**src/hdl/gcmf_ram.sv**
```systemverilog
`default_nettype none
module gcmf_ram #(
   parameter int unsigned WIDTH = 1,
   parameter int unsigned DEPTH = 256
) (
   input  wire logic                                       clock,
   input  wire logic                                       we,
   input  wire logic [((DEPTH > 1) ? $clog2(DEPTH) : 1)-1:0] waddr,
   input  wire logic [WIDTH-1:0]                           wdata,
   input  wire logic                                       re,
   input  wire logic [((DEPTH > 1) ? $clog2(DEPTH) : 1)-1:0] raddr,
   output logic      [WIDTH-1:0]                           rdata
);
   logic [WIDTH-1:0] mem_ff [DEPTH];

   always_ff @(posedge clock) begin
      if (we) begin
         mem_ff[waddr] <= wdata;
      end
      if (re) begin
         rdata <= mem_ff[raddr];
      end
   end
endmodule
`default_nettype wire

```
**config.mk**
```make
export PLATFORM = sky130hd
export DESIGN_NAME = gcmf_ram
export DESIGN_NICKNAME = d
export VERILOG_FILES = /design/src/hdl/gcmf_ram.sv
export SDC_FILE = /design/constraint.sdc
export NUM_CORES = 1
export LEC_CHECK = 0
export BUFFER_PORTS_ARGS = -buffer_cell sky130_fd_sc_hd__buf_4
export CAP_MARGIN = 15
export CORE_MARGIN = 2
export CORE_UTILIZATION = 55
export CTS_BUF_LIST = sky130_fd_sc_hd__clkbuf_4 sky130_fd_sc_hd__clkbuf_8
export DETAILED_ROUTE_END_ITERATION = 7
export GPL_ROUTABILITY_DRIVEN = 0
export HOLD_SLACK_MARGIN = 0.12
export PLACE_DENSITY = 0.74
export SKIP_CTS_REPAIR_TIMING = 1
export SLEW_MARGIN = 20
export SYNTH_ARGS = -nofsm -noshare
export SYNTH_HDL_FRONTEND = slang
export SYNTH_SLANG_ARGS = --single-unit
export TNS_END_PERCENT = 100
```
**constraint.sdc**
```tcl
create_clock -name clock -period 4.23 [get_ports clock]
set_input_delay 0.2115 -clock clock [delete_from_list [all_inputs] [get_ports clock]]
set_output_delay 0.2115 -clock clock [all_outputs]
set_load 0.02 [all_outputs]
```
== Word level (Yosys, flattened, before mapping) ==
Memories as Yosys holds them, arrays and structs flattened. A register that Yosys moved wholly into a read port is not among the register bits.
Cells that the tools add are included.
W data, S select, Z words.

* Add/subtract/negate cells: 0
* Multiply operators: 0
* Divide/modulo/power cells: 0
* $lt $le $gt $ge: 0
* Equal/unequal tests: 0
* Shifts and indexed selects: 0
* Muxes and demuxes: 2
* Bitwise logic cells: 0
* Reductions and logical operators: 0

{| class="wikitable"
|+ Operators by type and width
! cell !! count
|-
| $mux W1 || 2
|}

* Register bits: 0
* Bits in latches: 0
* RAM bits: 256
* Bits in read-only memories: 0
* Input port bits: 20
* Output and inout bits: 1
* Logic and storage cells: 3
* Memories kept: 1

{| class="wikitable"
|+ Memories
! memory !! words !! bits a word !! rd ports !! clocked after memory_dff !! wr ports !! RTL line !! text
|-
| mem_ff || 256 || 1 || 1 || 1 || 1 || 14 || <nowiki>logic [WIDTH-1:0] mem_ff [DEPTH];</nowiki>
|}

== Logic depth before layout (Yosys ltp) ==
* Depth in word-level cells: 2
* Gate-level depth with buffers: 10

== Least setup slack after synthesis ==
No wires, ideal clock.

* Path kind: input to register
* From: input port raddr[0] (netlist bit)
* To: register rdata, read port of mem_ff, data pin
* Setup time: 267 ps
* Arrival: 1858 ps
* Data required time: 3963 ps
* Slack: 2105 ps
* Stages on the path: 8
* Path buffers: 2
* Cell sequence: buf_6 buf_6 mux4_2 mux4_2 mux2i_1 o22ai_1 a21oi_1 a22oi_1

{| class="wikitable"
|+ RTL lines
! what !! RTL line !! text
|-
| start, declared || 11 || <nowiki>input wire logic [((DEPTH > 1) ? $clog2(DEPTH) : 1)-1:0] raddr,</nowiki>
|-
| end, declared || 12 || <nowiki>output logic [WIDTH-1:0] rdata</nowiki>
|}

==> summary by stage <==
Outcome
The flow ran to the end, and the final reports show no timing, DRC or antenna violations.

CTS
Clock tree synthesis inserted a total of 42 buffers. In this run the clock root is driven by a sky130_fd_sc_hd__clkbuf_8. The clock edge transition at the registers on the reported setup and hold paths is 0.05 ns. TritonCTS built the clock tree.

Counting every sink on the clock net gives 257. The clock passes through at most 3 buffers. The worst-skew pair later-pin latency is 0.54 ns. The H-tree was split into 2 levels.

Min path
The startpoint of the lowest-slack hold path is raddr[7]. The worst hold path passes through 3 cells. The worst hold path terminates at rdata.

The type of the tightest min-delay check is primary input to flip-flop.

Layout
The filler cell count is 1594. The multi-input combinational cells in the finished layout cover a total of 0.00314 mm^2. The fraction of layout instances using a drive strength above 1 is 0.154. The flip-flop and latch area is 0.00772 mm^2. The repair_antennas step left the layout with diodes totalling 0. The final layout contains approximately 820 nets. Compared with the post-synthesis result, the final layout area differs by 8.99%.

Critical path
In this run the worst path has a maximum fanout of 47. The critical path launch point is raddr[1]. The reg-to-reg setup timing slack is 1.98 ns. The worst reg2reg path depth is 6. The required time reported for the critical path endpoint is 4.59 ns.

The launch instance of the worst register-to-register path is mem_ff[215]. The launching element type of the critical path is a primary input. The worst register-to-register path ends at rdata. The category of the worst setup path capture point is a flip-flop. The data arrival time of the critical path is around 2.9 ns. The type of the worst setup path is primary input to flip-flop.

Routing
After the first detailed-routing iteration, the DRC count stood at 775. The per-cell via count in the routed design is between 6 and 7. For this run, the detailed router's first-pass iteration total came to 5. The total via count after detailed routing is 6698. In the final routed layout, each cell accounts on average for roughly 23 um. The count of antenna-violating nets left after detailed routing is 0. The total wire length is around 25000 um.

After detailed routing, the number of remaining DRC violations is 0.

Synth
The most used flip-flop cell after synthesis is sky130_fd_sc_hd__edfxtp_1. After synthesis, the share of flip-flops with an asynchronous set or reset is 0. The flop and latch count out of synthesis is 257. The count of flip-flops with a built-in enable after synthesis is approximately 260. Of the total synthesized cell area, the portion taken by full adders, half adders and majority gates is 0. Of the total synthesized cell area, the portion taken by AND, OR, NAND and NOR gates is 0.119. The post-synthesis area per instance is 14.1 um^2. The area of the mapped netlist is 0.0111 mm^2. Of the post-synthesis cell area, the dominant cell type holds 0.693. For this run, the register share of the synthesized area comes to 0.693. The total nets after synthesis is 808. The count of cell types in the netlist is 34. By area the synthesized netlist is led by sky130_fd_sc_hd__edfxtp_1 (69%), sky130_fd_sc_hd__nor2_1 (9.0%), sky130_fd_sc_hd__mux4_2 (8.5%).

The largest total area in the synthesized netlist belongs to sky130_fd_sc_hd__edfxtp_1. The total number of yosys warnings is 0. The cell count after synthesis came out at just under 800. The area fraction in compound gates after synthesis is 0.0311. After synthesis, the share of cell area in mux cells is 0.132. The post-synthesis xor/xnor area fraction is 0.

The dominant combinational cell family by area after synthesis is multiplexers.

Pwr
VDD sags by at most 0.200 mV. The power density relative to cell area is 416 mW/mm^2. For this design the static power due to leakage is 3.73 nW.

GRT
The wire length of the first global-routing pass is ~38000 um. The number of antenna violations at the first check in global routing is 0. The total global routing overflow is 0. The global routing usage summed across all routing layers is 0.236. The largest net degree at the start of global routing is 183.

The number of global-route vias before repair was 6900.

STA
The tightest hold path in the finished design has a slack of 0.194 ns. The number of hold violations in the final report is 0. The max-slew violation total from the final report is 0. The portion of the clock cycle consumed by the worst path in the final layout is 0.594. The slew at the pin closest to its max-slew limit is 1.09 ns. Setup repair after global routing left no endpoint under its margin. Summed over all failing endpoints, the final setup total negative slack is 0 ns. Derived from the worst setup path, the maximum achievable clock frequency is 398 MHz. In this run the tightest slew margin relative to its limit is 0.271. The clock period minus worst slack is 2.51 ns. The total setup violations reported at the end of the flow is 0. On the final layout, the worst clock skew is 0.0108 ns.

Floorplanning
For this design the top-level I/O count stands at 21. The floorplan die area is 0.0214 mm^2. The core region is 0.0200 mm^2. The die extent in y is 146 um.

The width of the die is 146 um. Row generation in the floorplan step produced 52 rows. The initial core utilization is 0.556.

Placement
The half-perimeter wire length after detailed placement is about 14000 um. Input and output buffers added on the ports amount to 20.

Flow run
The number of violations of the max-capacitance limit is 0.
==> layout by cell type (no fill, tap or decap), drive strengths merged, types with 5 or more instances in the layout <==
master	netlist	layout
a22o	6	6
nor4	5	5
nor2b	9	9
a22oi	8	8
o22ai	23	23
nor2	268	268
clkbuf	39	57
nand3	12	12
clkinv	0	9
mux4	42	42
mux2i	51	51
buf	17	23
nand2	23	23
edfxtp	257	257
==> worst max path at each step <==
stage               endpoint  slack (ns)  depth (start not counted)
floorplan              rdata        2.11                          8
global placement       rdata        1.31                          7
detailed placement     rdata        1.24                          7
CTS                    rdata        1.78                          7
global route           rdata        1.53                          7
finish                 rdata        1.72                          7
==> critical path, cell delays in order <==
cell and delay [ns]:
sky130_fd_sc_hd__buf_4 0.61, sky130_fd_sc_hd__nand3_1 0.79, sky130_fd_sc_hd__o22ai_1 0.45, sky130_fd_sc_hd__nor4_1 0.10, sky130_fd_sc_hd__a2111oi_0 0.33, sky130_fd_sc_hd__a311oi_1 0.12
sky130_fd_sc_hd__a22oi_1 0.23
==> per-layer routing <==
layer / up-vias / wire [um] / track usage
li1: 2946 / - / -
met1: 3375 / 9790 / 0.312
met2: 313 / 12400 / 0.389
met3: 64 / 2090 / 0.0494
met4: 0 / 639 / 0.0966
met5: - / 0 / 0
==> layout make-up <==
cell class | instances | share of cell area
clock buffers | 56 | 0.0568
clock inverters | 11 | 0.00423
inverters | 1 | 0.000309
multi-input cells | 474 | 0.259
flip-flops and latches | 257 | 0.636
well taps | 270 | 0.0278
repair buffers | 25 | 0.0162
==> stage by stage <==
stage	utilization	cell area (um^2)	power (mW)	setup slack [ns]	instances
2_1_floorplan	-	11100	3.03	2.11	788
3_3_place_gp	0.568	11400	3.13	1.31	1026
3_5_place_dp	0.568	11400	3.13	1.24	1026
4_1_cts	0.605	12100	5.07	1.78	1093
5_1_grt	0.606	12100	5.19	1.53	1094
6_report	0.606	12100	5.05	1.72	1094
==> Yosys cell counts, types with 2 or more instances <==
library cell,number
sky130_fd_sc_hd__clkbuf_1,39
sky130_fd_sc_hd__o22ai_1,23
sky130_fd_sc_hd__buf_6,5
sky130_fd_sc_hd__a2111oi_0,2
sky130_fd_sc_hd__o21ai_0,2
sky130_fd_sc_hd__a311oi_1,2
sky130_fd_sc_hd__buf_4,5
sky130_fd_sc_hd__a31oi_1,3
sky130_fd_sc_hd__buf_2,6
sky130_fd_sc_hd__nand2_1,23
sky130_fd_sc_hd__nor2_1,268
sky130_fd_sc_hd__a21oi_1,2
sky130_fd_sc_hd__nor4_1,5
sky130_fd_sc_hd__edfxtp_1,257
sky130_fd_sc_hd__nor3_1,3
sky130_fd_sc_hd__nand3b_1,3
sky130_fd_sc_hd__nor2b_1,9
sky130_fd_sc_hd__a22o_1,6
sky130_fd_sc_hd__mux4_2,42
sky130_fd_sc_hd__nand3_1,12
sky130_fd_sc_hd__a22oi_1,8
sky130_fd_sc_hd__mux2i_1,51
==> state kept, by name (all words and copies together) (netlist names) <==
name / flops
mem_ff: 256
rdata: 1
==> kinds of logic (layout without fill, tap and decap cells) <==
group | Yosys count | after routing
muxes | 94 | 94
AOI/OAI and AO/OA | 50 | 50
and+or+nand+nor | 330 | 330
DFF | 257 | 257
buffers and inverters | 57 | 93
==> power by group <==
group / total (mW) / switching [mW] / leakage, nW / internal [mW]
clock network: 1.97 / 0.920 / 0.388 / 1.05
logic: 0.274 / 0.181 / 1.03 / 0.0933
registers: 2.81 / 0.00177 / 2.31 / 2.81
Note: power is estimated with default switching activity, not from simulation.
