File: config.mk
export PLATFORM = sky130hd
export DESIGN_NAME = gcmf_cell
export DESIGN_NICKNAME = d
export VERILOG_FILES = /design/src/hdl/gcmf_pkg.sv /design/src/hdl/gcmf_cell.sv
export SDC_FILE = /design/constraint.sdc
export NUM_CORES = 1
export LEC_CHECK = 0
export BUFFER_PORTS_ARGS = -buffer_cell sky130_fd_sc_hd__buf_2
export CORE_ASPECT_RATIO = 0.7
export CORE_MARGIN = 2
export CORE_UTILIZATION = 58
export DETAILED_ROUTE_END_ITERATION = 6
export PLACE_DENSITY = 0.87
export SYNTH_ARGS = -nofsm -noshare
export SYNTH_HDL_FRONTEND = slang
export SYNTH_SLANG_ARGS = --single-unit
File: constraint.sdc
create_clock -name clock -period 6.5 [get_ports clock]
set_input_delay 0.325 -clock clock [delete_from_list [all_inputs] [get_ports clock]]
set_output_delay 0.325 -clock clock [all_outputs]
set_load 0.05 [all_outputs]
File: src/hdl/gcmf_pkg.sv
`default_nettype none
package gcmf_pkg;

   localparam int unsigned CAP_W  = 16;
   localparam int unsigned RES_W  = 17;
   localparam int unsigned FLOW_W = 24;
   localparam int unsigned SIZE_W = 5;

   // directions; the opposite direction is the code with bit 0 flipped
   localparam logic [1:0] DIR_UP    = 2'd0;
   localparam logic [1:0] DIR_DOWN  = 2'd1;
   localparam logic [1:0] DIR_LEFT  = 2'd2;
   localparam logic [1:0] DIR_RIGHT = 2'd3;

   localparam logic PH_TRACE = 1'b0;
   localparam logic PH_AUG   = 1'b1;

   typedef enum logic [2:0] {
      REG_ROWS     = 3'd0,
      REG_COLS     = 3'd1,
      REG_SRC_CAP  = 3'd2,
      REG_SINK_CAP = 3'd3,
      REG_NBR_CAP  = 3'd4
   } reg_type;

   typedef enum logic [7:0] {
      ST_IDLE     = 8'b0000_0001,
      ST_COPY     = 8'b0000_0010,
      ST_COPY_END = 8'b0000_0100,
      ST_INIT     = 8'b0000_1000,
      ST_SEED     = 8'b0001_0000,
      ST_GROW     = 8'b0010_0000,
      ST_SCAN     = 8'b0100_0000,
      ST_TRACE    = 8'b1000_0000
   } state_type;

   // path token handed from a cell to one neighbor
   typedef struct packed {
      logic             valid;
      logic             phase;
      logic [1:0]       travel;
      logic [CAP_W-1:0] x;
   } msg_type;

   typedef struct packed {
      logic             init;
      logic             seed;
      logic             grow;
      logic [CAP_W-1:0] src_cap;
      logic [CAP_W-1:0] sink_cap;
      logic [CAP_W-1:0] nbr_cap;
   } cell_ctrl_type;

endpackage
`default_nettype wire

File: src/hdl/gcmf_cell.sv
`default_nettype none
module gcmf_cell #(
   parameter int unsigned ROW_W   = 5,
   parameter int unsigned COL_W   = 5,
   parameter int unsigned ROW_POS = 0,
   parameter int unsigned COL_POS = 0
) (
   input  wire logic                          clock,
   input  wire logic                          reset,
   input  wire gcmf_pkg::cell_ctrl_type       ctrl,
   input  wire logic [ROW_W-1:0]              rows,
   input  wire logic [COL_W-1:0]              cols,
   input  wire logic                          label_we,
   input  wire logic                          label_in,
   input  wire logic                          start,
   input  wire gcmf_pkg::msg_type [3:0]       msg_in,
   input  wire logic [3:0]                    reach_in,
   output gcmf_pkg::msg_type                  msg_out,
   output logic [3:0]                         reach_out,
   output logic                               found,
   output logic                               grow_cand,
   output logic                               done,
   output logic [gcmf_pkg::CAP_W-1:0]         done_x
);
   localparam logic [ROW_W-1:0] MY_ROW = ROW_W'(ROW_POS);
   localparam logic [COL_W-1:0] MY_COL = COL_W'(COL_POS);

   logic                        label_ff;
   logic [gcmf_pkg::CAP_W-1:0]  term_ff;
   logic [gcmf_pkg::RES_W-1:0]  res_ff [4];
   logic                        visit_ff;
   logic                        src_ff;
   logic [1:0]                  pred_ff;
   logic [1:0]                  succ_ff;
   logic                        tok_ff;
   logic                        phase_ff;
   logic [gcmf_pkg::CAP_W-1:0]  x_ff;
   logic                        end_ff;
   logic                        done_ff;
   logic [gcmf_pkg::CAP_W-1:0]  done_x_ff;

   logic                        active;
   logic                        has_down;
   logic                        has_right;
   logic                        rx_hit;
   logic [1:0]                  rx_side;
   logic [gcmf_pkg::CAP_W-1:0]  rx_x;
   logic                        rx_phase;
   logic [1:0]                  grow_side;
   logic [gcmf_pkg::CAP_W-1:0]  x_src;
   logic [gcmf_pkg::RES_W-1:0]  rx_res;
   logic [gcmf_pkg::RES_W-1:0]  nbr_init;

   assign active    = (MY_ROW < rows) && (MY_COL < cols);
   assign has_down  = ({1'b0, MY_ROW} + 1'b1) < {1'b0, rows};
   assign has_right = ({1'b0, MY_COL} + 1'b1) < {1'b0, cols};
   assign nbr_init  = gcmf_pkg::RES_W'(ctrl.nbr_cap);
   assign x_src     = (term_ff < x_ff) ? term_ff : x_ff;

   // a neighbor on side s aims at this cell when it travels the opposite way
   always_comb begin
      rx_hit   = 1'b0;
      rx_side  = gcmf_pkg::DIR_UP;
      rx_x     = '0;
      rx_phase = gcmf_pkg::PH_TRACE;
      for (int s = 0; s < 4; s++) begin
         if (msg_in[s].valid && (msg_in[s].travel == (2'(s) ^ 2'd1))) begin
            rx_hit   = 1'b1;
            rx_side  = 2'(s);
            rx_x     = msg_in[s].x;
            rx_phase = msg_in[s].phase;
         end
      end
   end

   always_comb begin
      grow_side = gcmf_pkg::DIR_UP;
      for (int s = 3; s >= 0; s--) begin
         if (reach_in[s]) begin
            grow_side = 2'(s);
         end
      end
   end

   assign rx_res    = res_ff[rx_side];
   assign grow_cand = active && !visit_ff && (|reach_in);
   assign found     = visit_ff && label_ff && (term_ff != '0);
   assign done      = done_ff;
   assign done_x    = done_ff ? done_x_ff : '0;

   always_comb begin
      for (int d = 0; d < 4; d++) begin
         reach_out[d] = visit_ff && (res_ff[d] != '0);
      end
   end

   always_comb begin
      msg_out = '0;
      if (tok_ff) begin
         msg_out.valid = 1'b1;
         if (phase_ff == gcmf_pkg::PH_TRACE && !src_ff) begin
            // walk back toward the source, carrying the running bottleneck
            msg_out.phase  = gcmf_pkg::PH_TRACE;
            msg_out.travel = pred_ff;
            msg_out.x      = x_ff;
         end else if (phase_ff == gcmf_pkg::PH_TRACE) begin
            msg_out.phase  = gcmf_pkg::PH_AUG;
            msg_out.travel = succ_ff;
            msg_out.x      = x_src;
         end else begin
            msg_out.phase  = gcmf_pkg::PH_AUG;
            msg_out.travel = succ_ff;
            msg_out.x      = x_ff;
         end
      end
   end

   always_ff @(posedge clock) begin
      if (label_we) begin
         label_ff <= label_in;
      end
      if (ctrl.init) begin
         term_ff <= !active ? '0 : (label_ff ? ctrl.sink_cap : ctrl.src_cap);
         res_ff[gcmf_pkg::DIR_UP]    <= (active && MY_ROW != '0) ? nbr_init : '0;
         res_ff[gcmf_pkg::DIR_DOWN]  <= (active && has_down) ? nbr_init : '0;
         res_ff[gcmf_pkg::DIR_LEFT]  <= (active && MY_COL != '0) ? nbr_init : '0;
         res_ff[gcmf_pkg::DIR_RIGHT] <= (active && has_right) ? nbr_init : '0;
      end else if (rx_hit && rx_phase == gcmf_pkg::PH_AUG) begin
         res_ff[rx_side] <= rx_res + gcmf_pkg::RES_W'(rx_x);
         if (end_ff) begin
            term_ff <= term_ff - rx_x;
         end
      end else if (tok_ff && phase_ff == gcmf_pkg::PH_TRACE && src_ff) begin
         term_ff          <= term_ff - x_src;
         res_ff[succ_ff]  <= res_ff[succ_ff] - gcmf_pkg::RES_W'(x_src);
      end else if (tok_ff && phase_ff == gcmf_pkg::PH_AUG) begin
         res_ff[succ_ff]  <= res_ff[succ_ff] - gcmf_pkg::RES_W'(x_ff);
      end
      if (ctrl.seed) begin
         src_ff <= 1'b1;
      end else if (ctrl.grow && grow_cand) begin
         src_ff  <= 1'b0;
         pred_ff <= grow_side;
      end
      if (start) begin
         phase_ff <= gcmf_pkg::PH_TRACE;
         x_ff     <= term_ff;
      end else if (rx_hit && rx_phase == gcmf_pkg::PH_TRACE) begin
         phase_ff <= gcmf_pkg::PH_TRACE;
         x_ff     <= (gcmf_pkg::RES_W'(rx_x) <= rx_res) ? rx_x : rx_res[gcmf_pkg::CAP_W-1:0];
         succ_ff  <= rx_side;
      end else if (rx_hit) begin
         phase_ff  <= gcmf_pkg::PH_AUG;
         x_ff      <= rx_x;
         done_x_ff <= rx_x;
      end
   end

   always_ff @(posedge clock) begin
      if (reset) begin
         visit_ff <= 1'b0;
         tok_ff   <= 1'b0;
         end_ff   <= 1'b0;
         done_ff  <= 1'b0;
      end else begin
         done_ff <= 1'b0;
         if (ctrl.seed) begin
            visit_ff <= active && !label_ff && (term_ff != '0);
            end_ff   <= 1'b0;
            tok_ff   <= 1'b0;
         end else if (ctrl.grow && grow_cand) begin
            visit_ff <= 1'b1;
         end
         if (start) begin
            tok_ff <= 1'b1;
            end_ff <= 1'b1;
         end else if (rx_hit) begin
            if (rx_phase == gcmf_pkg::PH_AUG && end_ff) begin
               tok_ff  <= 1'b0;
               done_ff <= 1'b1;
            end else begin
               tok_ff <= 1'b1;
            end
         end else if (tok_ff) begin
            tok_ff <= 1'b0;
         end
      end
   end
endmodule
`default_nettype wire

-- Yosys cells after proc, flatten, opt, wreduce, memory -nomap -nowiden
Memories as Yosys holds them, arrays and structs flattened. A register that Yosys moved wholly into a read port is not among the register bits.
Index checks and enable logic that the tools add are counted.
- mux-type cells: 65
- $add $sub $neg: 5
- $lt $le $gt $ge: 6
- bitwise logic cells: 7
- equality and inequality tests: 4
- reductions and logical operators: 48
- operator list (kind ; number):
    16-bit 2-to-1 mux ; 19
    17-bit nonzero test ; 4
    17-bit 2-to-1 mux ; 3
    1-bit 2-to-1 mux ; 34
    17-bit OR reduction ; 2
    17-bit by 16-bit subtractor with 17-bit output ; 2
    16-bit subtractor ; 2
    1-bit logical AND ; 25
    1-bit by 5-bit less-than comparator with 1-bit output, first input constant ; 4
    20-bit 2-to-1 mux ; 1
    19-bit 2-to-1 mux ; 1
    17-bit by 16-bit adder with 17-bit output ; 1
    16-bit by 17-bit <= comparator with 1-bit output ; 1
    16-bit less-than comparator ; 1
    16-bit nonzero test ; 1
    2-bit 2-to-1 mux ; 7
    1-bit inverter ; 6
    2-bit AND reduction ; 3
    3-bit nonzero test ; 2
    2-bit == test, second input constant ; 2
    2-bit nonzero test ; 2
    2-bit OR reduction ; 2
    4-bit OR reduction ; 1
    1-bit zero test ; 3
    other kinds (6) ; 6
- word-level logic and storage cells: 149
- output and inout port bits: 43
- RAM bits: 68
- bits in registers: 59
- memories kept: 1
- memory list (memory ; depth ; width ; rd ports ; clocked after memory_dff ; wr ports ; line ; RTL):
    res_ff ; 4 ; 17 ; 6 ; 1 ; 4 ; gcmf_cell.sv:30 ; logic [gcmf_pkg::RES_W-1:0] res_ff [4];

-- Longest topological paths before layout
Gate-level depths: netlist of run 1.
- depth in word-level cells: 13
- mapped depth: 23

-- Worst setup path before layout of run 1
Ideal clock, no wire load.
- path kind: reg-to-reg
- start point: register term_ff[2] in the netlist's numbering
- end point: memory res_ff[0][16] in the netlist's numbering, data pin
- stages on the path, launching flop included: 21
- buffers on the path: 2
- path slack: 1.687 ns
- setup time: 0.268 ns
- arrival time: 4.545 ns
- cell sequence: edfxtp_1 -> ha_1 -> a21o_1 -> a31oi_1 -> o21ai_0 -> o31ai_4 -> nand2_1 -> a41o_1 -> buf_2 -> buf_2 -> o21ai_0 -> ha_1 -> fa_1 -> inv_1 -> a21o_1 -> a31o_2 -> a2111oi_0 -> o21ai_0 -> a41oi_1 -> mux2i_1 -> a21oi_1
- RTL lines (item ; line ; RTL):
    start: declaration ; gcmf_cell.sv:29 ; logic [gcmf_pkg::CAP_W-1:0] term_ff;
    start signal: assignment ; gcmf_cell.sv:123 ; term_ff <= !active ? '0 : (label_ff ? ctrl.sink_cap : ctrl.src_cap);
    start signal: assignment ; gcmf_cell.sv:131 ; term_ff <= term_ff - rx_x;
    start signal: assignment ; gcmf_cell.sv:134 ; term_ff <= term_ff - x_src;
    end: declaration ; gcmf_cell.sv:30 ;

==> metrics.md, run 1 <==
| Metric | Value |
|---|---|
| Status | `completed` |
| Crit-path max FO | `18` |
| Worst Setup SP | `term_ff[10]` |
| Hold Path Class | `in -> reg` |
| Worst hold start | `label_in` |
| Cell Chain, Critical Path | `ha_1 > a21oi_1 > nand2_1 > a221oi_1 > o21a_1 > buf_4 > nand2_1 > a41o_1 > mux2i_1 > ha_1 > a21o_1 > a21o_1 > and2_1 > a2111oi_0 > o21ai_0 > a41oi_1 > mux2i_1 > a21oi_1` |
| Switching power total | `2.76 mW` |
| Distinct cells, synth | `71` |
| Mapped Area | `11,100 um^2` |
| Core ar. | `18,800 um^2` |
| Register bit total from synthesis | `129` |
| Synth warnings | `0` |
| H-tree depth | `4` |
| Initial antenna violation count | `2` |
| WP data arrival | `5.84 ns` |
| DR iter-0 viols | `1,954` |
| Number of core rows | `42` |
| Main synth FF type | `edfxtp_1` |
| P_leak | `5.72 nW` |
| Reg power frac | `23.6%` |
| Met1 Use GR | `59.2%` |
| Gr usage total | `41.2%` |
| TritonRoute pass-1 iters | `6` |
| RD Place Congestion | `1.04` |
| Vias/cell | `6.75` |
| Die height | `120 um` |
| Sw frac | `47.7%` |
| Drt drc | `0` |
| Setup TNS | `0 ns` |
| Worst Setup EP | `res_ff[0][16]` |
| Met3 Usage GRT | `15.3%` |
| Setup repair bufs after CTS | `0` |
| Final period utilization | `87.7%` |
| Pint | `3.03 mW` |
| Worst-Margin Slew | `1.25 ns` |
| Vias in the first global route | `10,200` |
| Worst reg2reg endpoint | `res_ff[0][16]` |
| Syn Area/Cell | `8.87 um^2` |
| Mapped Cells | `1,246` |
| WP data required | `6.64 ns` |
| Worst path max stage delay | `0.54 ns` |
| Total wire length | `41,800 um` |
| Post-Route Utilization | `68.5%` |
| Clock sinks | `129` |
| Largest net degree at the start of global routing | `63` |
| FFs w/ async S/R, synth | `0%` |
| Power density of the placed cells | `450 nW/um^2` |
| Drt wl/cell | `24.8 um` |
| Clk buf depth | `2` |
| Crit path launch type | `flop` |
| Root Buffer | `clkbuf_16` |
| Share of cells above drive strength 1 | `20.9%` |
| Reg-to-Reg Start | `term_ff[10]` |
| Clock skew | `0.0129 ns` |
| Comb power frac | `59.5%` |
| # IOs | `193` |
| Grt peak-use layer | `met1` |
| Worst VDD drop | `261 uV` |
| Final Max Tran Viols | `0` |
| Global route overflow | `0` |
| PostCTS Resize Cnt | `0` |
| Total CTS buffers | `17` |
| Die area | `20,200 um^2` |
| Port bufs | `192` |
| Sequential share of the synthesized area | `34.3%` |
| Antenna viol nets, final | `0` |
| Worst-Skew Late Latency | `0.43 ns` |
| Slowest-stage cell, CP | `a41o_1` |
| Fin. Hold Viols | `0` |
| # nets final | `1,663` |
| Reg clk slew, reported paths | `0.07 ns` |
| Post-DP HPWL | `32,200 um` |
| CTS tree | `built` |
| Clock power frac | `16.9%` |
| Fmax achieved | `0.176 GHz` |
| Crit Path Category | `reg -> reg` |
| Via Count | `11,400` |
| Area growth, synth to finish | `16.5%` |
| Hold buffers post-CTS | `0` |
| Slew headroom | `15.8%` |
| Synthesized Nets | `1,480` |
| Flop2flop setup slack | `0.80 ns` |
| DIE WIDTH | `169 um` |
| First-pass GRT wire length | `61,800 um` |
| Grt met2 use | `58.0%` |
| Reg2reg path depth | `18` |
| Setup-violating endpoint count in the final report | `0` |
| RSZ-0062 raised after global routing | `false` |
| Total power | `5.80 mW` |
| Number of max-cap violations | `0` |
| Crit path capture type | `flop` |
| EDFF count, synth | `121` |
| Final min period | `5.70 ns` |
| Starting Density | `58.8%` |
-- per-layer routing --
metal / up-vias / part of all wire [%]
li1: 4998 / -
met1: 5289 / 39
met2: 986 / 40
met3: 99 / 17
met4: 2 / 2.8
met5: - / 0.034
-- per-stage QoR --
step / setup slack [ns] / std cells / area (um^2) / hold slack, ns
after global placement: 0.935 / 1652 / 12300 / 0.458
final: 0.802 / 1685 / 12900 / 0.0710
after detailed placement: 0.886 / 1652 / 12300 / 0.481
after floorplan: 1.69 / 1246 / 11100 / 0.394
after CTS: 0.971 / 1684 / 12900 / 0.0673
after global routing: 0.427 / 1684 / 12900 / 0.0617
-- area by class of cell --
cell class	count	area [um^2]
Clock inverter	14	158
Antenna cell	1	2.50
Multi-Input combinational cell	986	6730
Clock buffer	18	429
Inverter	70	263
Timing Repair Buffer	225	1210
Sequential cell	129	3790
Tap cell	242	303
Fill cell	1541	5930
-- worst max-delay path, delay by kind of cell, from the launching register on --
family | cells | cell delay (ns)
AOI/OAI and AO/OA | 10 | 2.82
muxes | 2 | 0.76
adders and majority gates | 2 | 0.72
DFF | 1 | 0.50
and+or+nand+nor | 3 | 0.36
buffers and inverters | 1 | 0.24
-- Yosys cell counts, drive strengths merged (5+ instances only) --
cell type | count | area, um^2
buf | 26 | 151
nand4 | 11 | 83.8
mux2i | 56 | 561
dfxtp | 8 | 160
a21oi | 118 | 602
nand2b | 8 | 50.1
xnor2 | 19 | 166
mux2 | 9 | 101
nand3 | 47 | 240
inv | 70 | 263
o21ai | 95 | 475
nor3 | 22 | 115
xor2 | 15 | 131
nor2b | 20 | 125
a31oi | 11 | 83.8
o211ai | 10 | 75.1
a221oi | 8 | 70.1
ha | 81 | 1010
a22oi | 12 | 90.1
nor2 | 95 | 359
a221o | 8 | 80.1
o22ai | 20 | 125
a21boi | 5 | 37.5
a21o | 20 | 150
nand3b | 6 | 45.0
nor4 | 20 | 125
o21bai | 5 | 37.5
nand2 | 142 | 533
and3 | 11 | 68.8
or3 | 6 | 37.5
edfxtp | 121 | 3630
and2 | 25 | 156
mux4 | 17 | 383
clkbuf | 35 | 131
a211oi | 14 | 110
-- flip-flops by register name (all words and copies together) (netlist names), 2 cells and up, named ones only --
signal / flops
res_ff: 68
pred_ff: 2
term_ff: 16
succ_ff: 2
done_x_ff: 16
x_ff: 16
-- how the worst min path moves through the flow --
stage / end / slack (ns) / cells past startpoint
detailed placement: done / 0.48 / 2
CTS: label_ff / 0.07 / 1
global placement: done / 0.46 / 2
floorplan: end_ff / 0.39 / 1
global route: label_ff / 0.06 / 1
finish: label_ff / 0.07 / 1
-- kinds of logic after synthesis --
logic type	Yosys count	share of synthesized area, %
DFF	129	34.3
adders and majority gates	84	9.71
xor gates and xnor gates	34	2.69
and+or+nand+nor	430	18.8
buffers and inverters	131	4.93
muxes	82	9.45
AOI/OAI and AO/OA	356	20.1
-- power groups by stage --
stage | logic (mW) | clock network, mW | registers (mW)
after floorplan | 2.45 | 0 | 1.26
after global routing | 3.70 | 1.00 | 1.38
after detailed placement | 3.31 | 0 | 1.36
after CTS | 3.34 | 0.971 | 1.35
final | 3.45 | 0.979 | 1.37
after global placement | 3.26 | 0 | 1.36
-- layout by cell type (no fill, tap or decap), types with 6 or more instances in the layout --
cell type	instances
a211oi_1	13
a21o_1	20
a21oi_1	115
a221o_1	8
a221oi_1	8
a22oi_1	12
a31oi_1	10
and2_1	25
and3_1	11
buf_2	192
buf_4	33
clkbuf_16	17
dfxtp_1	8
edfxtp_1	121
ha_1	81
inv_1	70
mux2_2	9
mux2i_1	56
mux4_2	17
nand2_1	142
nand2b_1	8
nand3_1	46
nand3b_1	6
nand4_1	10
nor2_1	93
nor2b_1	20
nor3_1	21
nor4_1	20
o211ai_1	10
o21ai_0	85
o21ai_1	10
o22ai_1	20
or3_1	6
xnor2_1	19
xor2_1	15
No activity file was read; power rests on OpenSTA's default activity.
==> inputs of run 2 (changes only) <==
Settings changed: CELL_PAD_IN_SITES_DETAIL_PLACEMENT set to 0, CELL_PAD_IN_SITES_GLOBAL_PLACEMENT set to 1, CORE_UTILIZATION 58 to 44, PLACE_DENSITY 0.87 to 0.88.
==> run 2 against run 1 <==
Net effect:
- sequential cell count is the same
- cell area grew 1.1%
- sequential share of layout area shrank 0.31 points
- critical path depth grew 2
- register-to-register slack gained 0.28 ns
- via count shrank 4.6%
- routed wire length shrank 4.4%
- first-iteration DRC count shrank 36%
- clock-buffer cell count grew 1
- global-route usage shrank 12 points
- clock power grew 7%
- combinational power shrank 5%
- critical path type unchanged
==> metrics.md, run 2 (synthesis results as in run 1) <==
| Metric | Value |
|---|---|
| Core ar. | `24,700 um^2 (was 18,800 um^2)` |
| Slowest-stage cell, CP | `edfxtp_1 (was a41o_1)` |
| Die area | `26,400 um^2 (was 20,200 um^2)` |
| Final period utilization | `83.4% (was 87.7%)` |
| DR iter-0 viols | `1,249 (was 1,954)` |
| Total CTS buffers | `17 (unchanged)` |
| Vias in the first global route | `9,772 (was 10,200)` |
| Reg area | `3790 um^2 (unchanged)` |
| Crit Path Category | `reg -> reg (unchanged)` |
| Crit path capture type | `flop (unchanged)` |
| Final min period | `5.42 ns (was 5.70 ns)` |
| Fmax achieved | `0.184 GHz (was 0.176 GHz)` |
| Gr usage total | `29.6% (was 41.2%)` |
| Reg-to-Reg Start | `term_ff[10] (unchanged)` |
| Drt drc | `0 (unchanged)` |
| DIE WIDTH | `193 um (was 169 um)` |
| Hold Path Class | `in -> reg (unchanged)` |
| Vias/cell | `6.14 (was 6.75)` |
| Root Buffer | `clkbuf_16 (unchanged)` |
| Worst hold start | `label_in (unchanged)` |
| Flop2flop setup slack | `1.08 ns (was 0.80 ns)` |
| Power density of the placed cells | `436 nW/um^2 (was 450 nW/um^2)` |
| Crit path launch type | `flop (unchanged)` |
| Number of max-cap violations | `0 (unchanged)` |
| Clock sinks | `129 (unchanged)` |
| Total wire length | `39,900 um (was 41,800 um)` |
| First-pass GRT wire length | `58,900 um (was 61,800 um)` |
| Critical path buffer and inverter count | `3 (was 1)` |
| PnR worst setup slack | `1.08 ns (was 0.802 ns)` |
| RSZ-0062 raised after global routing | `false (unchanged)` |
| Hold EP | `label_ff (unchanged)` |
| Setup repair bufs after CTS | `0 (unchanged)` |
| Initial antenna violation count | `0 (was 2)` |
| CTS tree | `built (unchanged)` |
| Worst VDD drop | `245 uV (was 261 uV)` |
| Antenna viol nets, final | `0 (unchanged)` |
| P_leak | `5.74 nW (was 5.72 nW)` |
| Worst reg2reg endpoint | `res_ff[0][16] (unchanged)` |
| PostCTS Resize Cnt | `0 (unchanged)` |
| Setup-violating endpoint count in the final report | `0 (unchanged)` |
| Fillers | `2,257 (was 1,541)` |
| Number of core rows | `48 (was 42)` |
| # IOs | `193 (unchanged)` |
| Port bufs | `192 (unchanged)` |
| Slew headroom | `23.2% (was 15.8%)` |
| Most flops, register | `res_ff (unchanged)` |
| Reg clk slew, reported paths | `0.07 ns (about the same)` |
| Crit-path leading delay family | `compound AO/OA/AOI/OAI gates (unchanged)` |
| Commonest non-fill, non-tap cells in the layout | `buf_2, nand2_1, edfxtp_1, a21oi_1, nor2_1 (unchanged)` |
| WP data arrival | `5.59 ns (was 5.84 ns)` |
| Final Max Tran Viols | `0 (unchanged)` |
| Via Count | `10,800 (was 11,400)` |
| Area of the multi-input gates | `6730 um^2 (about the same)` |
| Worst-Margin Slew | `1.15 ns (was 1.25 ns)` |
| Status | `completed (unchanged)` |
| Worst path max stage delay | `0.50 ns (was 0.54 ns)` |
| Post-DP HPWL | `31,000 um (was 32,200 um)` |
| Clk buf depth | `2 (unchanged)` |
| WP data required | `6.67 ns (was 6.64 ns)` |
| Starting Density | `44.8% (was 58.8%)` |
| Clock skew | `0.0136 ns (was 0.0129 ns)` |
| Largest net degree at the start of global routing | `63 (unchanged)` |
| Share of cells above drive strength 1 | `21.0% (was 20.9%)` |
| Area growth, synth to finish | `17.8% (was 16.5%)` |
| Hold Path Depth | `1 (unchanged)` |
| # nets final | `1,662 (was 1,663)` |
| Setup TNS | `0 ns (unchanged)` |
| H-tree depth | `4 (unchanged)` |
| Reg2reg path depth | `20 (was 18)` |
| RD Place Congestion | `0.976 (was 1.04)` |
| TritonRoute pass-1 iters | `6 (unchanged)` |
| Global route overflow | `0 (unchanged)` |
| Die height | `137 um (was 120 um)` |
| Drt wl/cell | `22.6 um (was 24.8 um)` |
| Setup slack at placement | `1.26 ns (was 0.886 ns)` |
| Cell Chain, Critical Path | `ha_1 > a21oi_1 > nand2_1 > a221oi_1 > o21a_1 > buf_4 > nand2_1 > a41o_1 > o21ai_0 > ha_1 > fa_1 > inv_1 > a21o_1 > a31o_2 > a2111oi_0 > buf_4 > o21ai_0 > a41oi_1 > mux2i_1 > a21oi_1 (was ha_1 > a21oi_1 > nand2_1 > a221oi_1 > o21a_1 > buf_4 > nand2_1 > a41o_1 > mux2i_1 > ha_1 > a21o_1 > a21o_1 > and2_1 > a2111oi_0 > o21ai_0 > a41oi_1 > mux2i_1 > a21oi_1)` |
| Hold buffers post-CTS | `0 (unchanged)` |
| Commonest non-fill, non-tap cell in the layout | `buf_2 (unchanged)` |
| Worst-Skew Late Latency | `0.44 ns (was 0.43 ns)` |
| Crit-path max FO | `18 (unchanged)` |
| Largest register FFs | `68 (unchanged)` |
| Fin. Hold Viols | `0 (unchanged)` |
[run 2: worst max path at each step]
stage,start,end,slack [ns],cells after the start
final,term_ff[10],res_ff[0][16],1.08,20
after global routing,term_ff[2],res_ff[0][16],0.58,19
after CTS,term_ff[2],res_ff[0][16],1.23,20
after detailed placement,term_ff[2],res_ff[0][16],1.26,20
after global placement,term_ff[2],res_ff[2][16],1.45,19
after floorplan,term_ff[2],res_ff[0][16],1.69,20
[run 2: metal layers]
metal / vias to the layer above / share of wire (%) / global-route usage (%)
met5: - / 0 / 0
met1: 5148 / 45 / 42.4
met2: 658 / 41 / 43.5
li1: 4992 / - / -
met4: 0 / 1.6 / 6.91
met3: 50 / 12 / 9.27
[run 2: through the flow]
stage	hold slack [ns]	utilization (%)	total power, mW	area [um^2]	std cells
after floorplan	0.394	-	3.71	11100	1246
after global placement	0.459	50.2	4.52	12400	1734
after detailed placement	0.492	50.2	4.55	12400	1734
after global routing	0.0576	52.7	6.05	13000	1766
after CTS	0.0567	52.7	5.60	13000	1766
final	0.0610	52.8	5.68	13000	1767
[run 2: worst register-to-register path: cells and delay by family (launching register included)]
kind            cells  cell delay (ns)
mux                 1             0.36
flops               1             0.50
fa+ha+maj           3             0.84
simple gates        2             0.17
compound gates     11             2.81
buf+inv             3             0.46
[run 2: report_power, final]
part | switching (mW) | internal (mW)
clock network | 0.422 | 0.631
logic | 1.94 | 1.33
registers | 0.224 | 1.13
total | 2.59 | 3.09
[run 2: layout make-up]
class | count | area share, %
Clock inverter | 13 | 1.34
Multi-Input combinational cell | 986 | 51.7
Inverter | 70 | 2.02
Sequential cell | 129 | 29.1
Clock buffer | 19 | 3.48
Antenna cell | 1 | 0.0192
Tap cell | 325 | 3.12
Timing Repair Buffer | 224 | 9.22
==> inputs of run 3 (changes only) <==
Settings changed: CORE_UTILIZATION 44 to 39, PLACE_DENSITY 0.88 to 0.82.
Clock period 6.5 ns to 4.5 ns, I/O delays scaled along.
==> run 3 against run 2 <==
Net effect:
- utilization down 2.3 points
- worst hold slack worse by 0.045 ns
- clock skew down 0.0035 ns
- highest routed layer is now met5
- via count up 1.9%
- global-route usage down 2.2 points
- maximum frequency up 23%
- non-clock buffer count up 100
- sequential power up 34%
- clock-buffer cell count down 2
- first-iteration DRC count down 9.7%
- die area up 12%
==> metrics.md, run 3 (synthesis results as in run 1) <==
| Metric | Value |
|---|---|
| Via Count | `11,100 (was 10,800)` |
| Crit-path max FO | `8 (was 18)` |
| Clock skew | `0.0101 ns (was 0.0136 ns)` |
| Placed Cells | `1,868 (was 1,734)` |
| Area of the multi-input gates | `6920 um^2 (was 6730 um^2)` |
| Largest net degree at the start of global routing | `60 (was 63)` |
| H-tree depth | `4 (unchanged)` |
| Commonest non-fill, non-tap cells in the layout | `buf_2, nand2_1, buf_4, edfxtp_1, a21oi_1 (was buf_2, nand2_1, edfxtp_1, a21oi_1, nor2_1)` |
| Crit path launch type | `flop (unchanged)` |
| Die area | `29,700 um^2 (was 26,400 um^2)` |
| Reg area | `3790 um^2 (unchanged)` |
| Antenna viol nets, final | `0 (unchanged)` |
| Status | `completed (unchanged)` |
| Worst VDD drop | `329 uV (was 245 uV)` |
| Total wire length | `42,100 um (was 39,900 um)` |
| Setup slack at placement | `-0.265 ns (was 1.26 ns)` |
| DR iter-0 viols | `1,128 (was 1,249)` |
| WP data required | `4.67 ns (was 6.67 ns)` |
| # nets final | `1,762 (was 1,662)` |
| RD Place Congestion | `0.968 (was 0.976)` |
| Fmax achieved | `0.227 GHz (was 0.184 GHz)` |
| Most flops, register | `res_ff (unchanged)` |
| Initial antenna violation count | `1 (was 0)` |
| Power density of the placed cells | `650 nW/um^2 (was 436 nW/um^2)` |
| DIE WIDTH | `205 um (was 193 um)` |
| # IOs | `193 (unchanged)` |
| First-pass GRT wire length | `60,100 um (was 58,900 um)` |
| Commonest non-fill, non-tap cell in the layout | `buf_2 (unchanged)` |
| Number of core rows | `51 (was 48)` |
| PnR worst setup slack | `0.0865 ns (was 1.08 ns)` |
| Port bufs | `192 (unchanged)` |
| Total CTS buffers | `17 (unchanged)` |
| Cell Chain, Critical Path | `inv_2 > ha_4 > a21o_1 > a21o_1 > a21oi_2 > o21a_2 > nand2_2 > a41o_4 > buf_6 > mux2i_1 > ha_1 > a21oi_2 > o21ai_0 > buf_4 > o21ai_1 > buf_4 > a31oi_1 > or3_1 > a21oi_1 > a211o_1 > o21ai_0 (was ha_1 > a21oi_1 > nand2_1 > a221oi_1 > o21a_1 > buf_4 > nand2_1 > a41o_1 > o21ai_0 > ha_1 > fa_1 > inv_1 > a21o_1 > a31o_2 > a2111oi_0 > buf_4 > o21ai_0 > a41oi_1 > mux2i_1 > a21oi_1)` |
| Vias/cell | `5.78 (was 6.14)` |
| Core ar. | `27,800 um^2 (was 24,700 um^2)` |
| Hold Path Class | `in -> reg (unchanged)` |
| CTS tree | `built (unchanged)` |
| Starting Density | `39.7% (was 44.8%)` |
| TritonRoute pass-1 iters | `6 (unchanged)` |
| Fin. Hold Viols | `0 (unchanged)` |
| Global route overflow | `0 (unchanged)` |
| Final period utilization | `98.1% (was 83.4%)` |
| Worst path max stage delay | `0.40 ns (was 0.50 ns)` |
| Setup-violating endpoint count in the final report | `0 (unchanged)` |
| Drt drc | `0 (unchanged)` |
| Gr usage total | `27.5% (was 29.6%)` |
| Non-Filler Instances | `1,912 (was 1,767)` |
| Flop2flop setup slack | `0.09 ns (was 1.08 ns)` |
| Reg clk slew, reported paths | `0.06 ns (was 0.07 ns)` |
| Clk buf depth | `2 (unchanged)` |
| Total power | `9.11 mW (was 5.68 mW)` |
| Number of max-cap violations | `0 (unchanged)` |
| Worst-Skew Late Latency | `0.44 ns (about the same)` |
| P_leak | `6.24 nW (was 5.74 nW)` |
| Root Buffer | `clkbuf_16 (unchanged)` |
| Crit path capture type | `flop (unchanged)` |
| Worst-Margin Slew | `1.19 ns (was 1.15 ns)` |
| Post-DP HPWL | `33,000 um (was 31,000 um)` |
| Drt wl/cell | `22.0 um (was 22.6 um)` |
| Crit Path Category | `reg -> reg (unchanged)` |
| Final Max Tran Viols | `0 (unchanged)` |
| Slowest-stage cell, CP | `edfxtp_1 (unchanged)` |
| Slew headroom | `20.3% (was 23.2%)` |
| RSZ-0062 raised after global routing | `true (was false)` |
| Share of cells above drive strength 1 | `28.2% (was 21.0%)` |
| # diodes | `0 (was 1)` |
| Largest register FFs | `68 (unchanged)` |
| Fillers | `2,644 (was 2,257)` |
| Die height | `145 um (was 137 um)` |
| Vias in the first global route | `9,885 (was 9,772)` |
| Final min period | `4.41 ns (was 5.42 ns)` |
| Clock sinks | `129 (unchanged)` |
| Area growth, synth to finish | `26.8% (was 17.8%)` |
| WP data arrival | `4.58 ns (was 5.59 ns)` |
-- run 3: cell count changes in the layout (fill, tap and decap cells not counted), moves of 3 or more --
cell / change
o21ai_2: +3
inv_6: +3
ha_4: +3
ha_1: -5
o21ai_0: -6
inv_2: +3
o21ai_1: +3
a21oi_2: +8
buf_4: +94
inv_1: -3
a21oi_1: -8
-- run 3: final timing paths --
path                  from  cells after the start             to
setup / recovery  x_ff[13]                     21  res_ff[1][13]
hold / removal       reset                      2       visit_ff
setup reg to reg  x_ff[13]                     21  res_ff[1][13]
hold reg to reg     end_ff                      2           done
-- run 3: per-layer routing --
layer  up-vias  routed length, um  global-route usage, %
li1       5197                  -                      -
met1      5225              19300                   40.5
met2       592              17700                   40.5
met3        38               4490                   6.40
met4         2                660                   6.47
met5         -                 12                      0
-- run 3: critical path: cells and delay by family, from the launching register on --
kind                     cells  cell delay, ns
AO/OA/AOI/OAI               12            2.14
multiplexers                 1            0.11
AND/OR/NAND/NOR              2            0.40
adder cells (fa/ha/maj)      2            0.53
buffers and inverters        4            0.55
flip-flops                   1            0.40
-- run 3: layout make-up --
cell class                      count  share of cell area, %
Sequential cell                   129                   27.0
Inverter                           70                   1.87
Multi-Input combinational cell    986                   49.3
Tap cell                          371                   3.31
Timing Repair Buffer              324                   14.2
Clock buffer                       17                   3.03
Clock inverter                     15                   1.23
-- run 3: repair_timing --
| item | in CTS | in global routing |
|---|---|---|
| hold endpoints to repair | 2 | 0 |
| gates resized for setup | 8 | 35 |
| endpoints found under the setup margin | 25 | 38 |
| buffers inserted | 1 | 10 |
| hold buffers | 2 | 0 |
| pin swaps | 0 | 27 |
-- run 3: metrics by stage --
step / util [%] / instance area (um^2) / setup TNS (ns) / hold WS, ns
5_1_grt: 50.4 / 14000 / -0.386 / 0.0198
3_5_place_dp: 47.2 / 13100 / -2.71 / 0.415
6_report: 50.4 / 14000 / 0 / 0.0157
2_1_floorplan: - / 11100 / 0 / 0.294
3_3_place_gp: 47.2 / 13100 / -0.395 / 0.404
4_1_cts: 49.6 / 13800 / 0 / 0.00584
-- run 3: power by group --
| group | total (mW) | internal (mW) | switching, mW |
|---|---|---|---|
| clock network | 1.45 | 0.833 | 0.614 |
| logic | 5.85 | 2.55 | 3.30 |
| registers | 1.81 | 1.62 | 0.188 |
| total | 9.11 | 5.01 | 4.11 |
